`src/design/lscm_pkg.sv`:
```
// Shared types, constants and tables for the log spiral coordinate map.
// Used by every module of the block; no dependencies of its own.
`timescale 1ns / 1ps

package lscm_pkg;

  localparam int FRAC_BITS     = 16;
  localparam int CORDIC_STAGES = 16;
  localparam int DATA_W        = 32;

  // mantissa of x*x+y*y in Q30, one log cell per fraction bit
  localparam int MANT_W    = 31;
  localparam int FRAC_W    = 30;
  localparam int LOG_STEPS = FRAC_W;
  localparam int EXP_W     = 6;
  localparam int SQ_W      = 64;

  // CORDIC datapath: inputs pre-scaled by 2^16, angle in Q30
  localparam int XW       = 52;
  localparam int ZW       = 33;
  localparam int PHI_W    = FRAC_BITS + 4;
  localparam int STG_IDX_W = 5;

  localparam int CFG_IDX_W = 2;
  localparam logic [CFG_IDX_W-1:0] CFG_PERIOD_X = 2'd0;
  localparam logic [CFG_IDX_W-1:0] CFG_PERIOD_Y = 2'd1;

  localparam logic [30:0]          LN2_Q30        = 31'd744261118;
  localparam logic signed [ZW-1:0] HALF_PI_Q30    = 33'sd1686629713;
  localparam logic [28:0]          RECIP_TURN_Q30 = 29'd170896359;

  localparam longint INV_FULL = -64'sd1000 * (64'sd1 <<< FRAC_BITS);
  localparam logic signed [DATA_W-1:0] INVALID_COORD =
    (INV_FULL < -64'sd2147483648) ? 32'sh8000_0000 : INV_FULL[DATA_W-1:0];
  localparam logic signed [10:0] INVALID_FLAG = -11'sd1000;

  typedef struct packed {
    logic signed [XW-1:0] x;
    logic signed [XW-1:0] y;
    logic signed [ZW-1:0] z;
  } cordic_vec_t;

  typedef struct packed {
    logic [MANT_W-1:0] m;
    logic [FRAC_W-1:0] frac;
    logic [EXP_W-1:0]  expo;
  } log_vec_t;

  typedef struct packed {
    logic pix_vld;
    logic parity;
    logic zero;
  } side_t;

  // atan(2^-i) in Q30
  function automatic logic signed [ZW-1:0] atan_q30(input logic [STG_IDX_W-1:0] i);
    logic signed [ZW-1:0] a;
    case (i)
      5'd0:  a = 33'sd843314857;
      5'd1:  a = 33'sd497837829;
      5'd2:  a = 33'sd263043837;
      5'd3:  a = 33'sd133525159;
      5'd4:  a = 33'sd67021687;
      5'd5:  a = 33'sd33543516;
      5'd6:  a = 33'sd16775851;
      5'd7:  a = 33'sd8388437;
      5'd8:  a = 33'sd4194283;
      5'd9:  a = 33'sd2097149;
      5'd10: a = 33'sd1048576;
      5'd11: a = 33'sd524288;
      5'd12: a = 33'sd262144;
      5'd13: a = 33'sd131072;
      5'd14: a = 33'sd65536;
      5'd15: a = 33'sd32768;
      5'd16: a = 33'sd16384;
      5'd17: a = 33'sd8192;
      5'd18: a = 33'sd4096;
      5'd19: a = 33'sd2048;
      5'd20: a = 33'sd1024;
      5'd21: a = 33'sd512;
      5'd22: a = 33'sd256;
      5'd23: a = 33'sd128;
      5'd24: a = 33'sd64;
      5'd25: a = 33'sd32;
      5'd26: a = 33'sd16;
      5'd27: a = 33'sd8;
      5'd28: a = 33'sd4;
      5'd29: a = 33'sd2;
      5'd30: a = 33'sd1;
      default: a = '0;
    endcase
    return a;
  endfunction

endpackage

```
`src/design/lscm_log_cell.sv`:
```
// One repeated-squaring step of the log2 fraction, with its output register.
// Depends on lscm_pkg.
`timescale 1ns / 1ps

module lscm_log_cell (
  input  logic                 clk,
  input  logic                 en,
  input  lscm_pkg::log_vec_t   vec_in,
  output lscm_pkg::log_vec_t   vec_out
);
  import lscm_pkg::*;

  logic [2*MANT_W-1:0] sq;
  logic [2*MANT_W-31:0] t;
  log_vec_t            vec_nxt;
  log_vec_t            vec_r;

  assign sq = vec_in.m * vec_in.m;
  assign t  = sq[2*MANT_W-1:30];

  // square >= 2.0 sets this fraction bit and renormalizes
  always_comb begin
    vec_nxt.expo = vec_in.expo;
    vec_nxt.frac = {vec_in.frac[FRAC_W-2:0], t[MANT_W]};
    vec_nxt.m    = t[MANT_W] ? t[MANT_W:1] : t[MANT_W-1:0];
  end

  always_ff @(posedge clk) begin
    if (en) begin
      vec_r <= vec_nxt;
    end
  end

  assign vec_out = vec_r;

endmodule

```
`config.mk`:
```
export PLATFORM = sky130hd
export DESIGN_NAME = lscm_log_cell
export DESIGN_NICKNAME = d
export VERILOG_FILES = /design/src/design/lscm_pkg.sv /design/src/design/lscm_log_cell.sv
export SDC_FILE = /design/constraint.sdc
export NUM_CORES = 2
export LEC_CHECK = 0
export BUFFER_PORTS_ARGS = -buffer_cell sky130_fd_sc_hd__buf_2
export CORE_ASPECT_RATIO = 1.5
export CORE_MARGIN = 1
export CORE_UTILIZATION = 50
export CTS_BUF_LIST = sky130_fd_sc_hd__clkbuf_16
export DETAILED_ROUTE_END_ITERATION = 6
export PLACE_DENSITY = 0.67
export SETUP_SLACK_MARGIN = 0.05
export SKIP_CTS_REPAIR_TIMING = 1
export SLEW_MARGIN = 20
export SYNTH_ARGS = -nofsm -noshare
export SYNTH_HDL_FRONTEND = slang
export SYNTH_SLANG_ARGS = --single-unit
```
`constraint.sdc`:
```
create_clock -name clk -period 14.7 [get_ports clk]
set_clock_uncertainty 0.2 [all_clocks]
set_input_delay 2.94 -clock clk [delete_from_list [all_inputs] [get_ports clk]]
set_output_delay 2.94 -clock clk [all_outputs]
set_load 0.01 [all_outputs]
```
==> reports/qor.yml <==
status: "finished clean"
via_per_inst: 5.250
synthArstFlopShare_pct: 0
crit_fanout: 25
drive_gt1_share_pct: 6.627
synth-seq-cells: 67
routed_wl_mm: 73.68
synth_fp_nets: 4096
cpMaxStageDelayCell: "o311ai_0"
worstMarginPinSlew_ps: 1177
wl_per_cell_um: 19.21
row_count: 108
synth.distinct_cells: 55
cts.path.max_buffers: 2
htreeDepth: 3
slew_viol_final: 0
synth_flop_cell: "edfxtp_1"
drt_first_iter_violations: 838
postPlaceCellArea_um2: 30520
area_growth_pct: 5.624
synthTopCellsByArea: "fa_1, inv_1, ha_1"
slew_headroom_pct: 20.51
grt_remaining_overflow: 0
setup_viol: 0
yosys.area.top_type_share_pct: 51.16
nFillCells: 5346
synth_edf_count: 67
seq_area_um2: 2012
routabilityCongestion: 0.8968
crit_required_ps: 14580
rsz0062_at_grt: "false"
final_cells: 3835
syn-cell-area_um2: 29230
postRouteAntennaNets: 0
worstPathArrival_ps: 12230
die_x_um: 199.4
start_util_pct: 50.54
vias: 20130
multi_input_area_um2: 23360
hpwl_mm: 59.84
final_nets: 4143
setup_tns_ps: 0
syn-mean-instance-area_um2: 9.708
max-cap-violations: 0
crit_path_max_incr_delay_ps: 1090
largest_reg_flops: 67
dp.cells: 3817
die_area_um2: 59450
yosysWarnings: 0
cp_common_cell: "fa_1"
grtUsageTotal_pct: 26.97
hold_class: "in -> reg"
clk_root_buffer_cell: "clkbuf_16"
final_util_pct: 53.39
yosysTopAreaCell: "fa_1"
crit_type: "in -> reg"
drc: 0
numCtsBuffers: 9
synthCells: 3011
period_needed_ps: 12350
cts_tree: "done"
drt-pass1-iter-count: 5
crit_chain: "buf_2 > clkinv_1 > nor2_1 > fa_1 > fa_1 > inv_1 > fa_1 > fa_1 > inv_1 > fa_1 > fa_1 > fa_1 > fa_1 > ha_1 > nand4_1 > o311ai_0 > o21ai_0 > a21oi_1 > o21ai_0 > o31ai_1 > xor2_1 > mux2_2"
die_h_um: 298.1
grt_pass1_vias: 24140
fin_crit_sh_pct: 84.02
core_um2: 57840
crit_path_end_kind: "flop"
fmaxAchievable_ghz: 0.08097
stdcell_area_um2: 30880
io-pin-count: 136
path_clk_slew_ps: 60
cts.sinks: 67
seq_area_frac_synth_pct: 6.883
grt_max_degree: 68
grt_pass1_wl_mm: 122.2
start_kind: "input pin"
finalHoldViolations: 0
antenna_found_initial: 1
io_buffer_count: 134
==> cell usage after synthesis, types with 9 or more instances <==
master    count
inv_1       916
fa_1        747
nand2_1     299
ha_1        269
and2_1      194
clkbuf_1     99
a21oi_1      71
edfxtp_1     67
nor2_1       58
xnor2_1      31
o21ai_0      29
mux2_2       25
xor2_1       25
a21o_1       22
nand4_1      17
nor2b_1      14
o21bai_1     14
nand3_1      12
a31oi_1       9
and3_1        9
==> critical path: cells and delay by family <==
family	cells	cell delay, ps
compound gates	5	2350
xor+xnor	1	160
fa+ha+maj	9	4340
buf+inv	4	1410
mux	1	290
simple gates	2	730
==> layout make-up <==
class                   instances  share of cell area, %
well taps                     770                  3.120
repair buffers                144                  2.415
inverters                     917                  11.15
clock buffers                   9                 0.7294
clock inverters                 7                 0.4012
flip-flops and latches         67                  6.516
multi-input cells            1919                  75.65
diodes                          2                0.01621
==> path summary, 6_finish.rpt <==
path	to	startpoint	cells after the start	slack, ps
worst max-delay path	vec_out[65]	vec_in[51]	22	2350
worst min-delay path	vec_out[9]	vec_in[8]	1	2580
==> placed cells by master, fill, tap and decap left out, drive strengths merged, types with 17 or more instances in the layout <==
| master | synthesis | routed |
|---|---|---|
| inv | 916 | 917 |
| nand4 | 17 | 17 |
| xnor2 | 31 | 31 |
| fa | 747 | 747 |
| and2 | 194 | 194 |
| mux2 | 26 | 26 |
| ha | 269 | 269 |
| nor2 | 58 | 58 |
| a21o | 22 | 22 |
| nand2 | 299 | 299 |
| xor2 | 25 | 25 |
| a21oi | 72 | 72 |
| o21ai | 31 | 31 |
| edfxtp | 67 | 67 |
| buf | 8 | 144 |
==> routing by layer <==
| layer | global-route usage, % | part of all wire [%] | vias up |
|---|---|---|---|
| met5 | 0 | 0 | - |
| li1 | - | - | 8865 |
| met2 | 51.58 | 56 | 568 |
| met3 | 2.230 | 4.0 | 240 |
| met1 | 28.20 | 33 | 10460 |
| met4 | 15.65 | 6.9 | 0 |
==> logic make-up (layout without fill, tap and decap cells) <==
kind of cell	count (synthesis)	after routing	share of synthesized area (%)
other	0	2	0
adders and majority gates	1016	1016	62.67
buffers and inverters	1025	1077	13.23
DFF	67	67	6.883
AOI/OAI and AO/OA	188	188	4.062
and+or+nand+nor	631	631	10.39
muxes	28	28	1.083
xor gates and xnor gates	56	56	1.678
==> metrics by stage <==
| step | hold slack (ps) | worst slack (ps) |
|---|---|---|
| after floorplan | 2839 | 4283 |
| after global placement | 2916 | 2315 |
| after detailed placement | 2918 | 2213 |
| after CTS | 2568 | 2491 |
| after global routing | 2573 | 2041 |
| final | 2582 | 2349 |
Power is not shown: default switching activity piles up to over one toggle a cycle in this logic, so the estimate is an artifact.
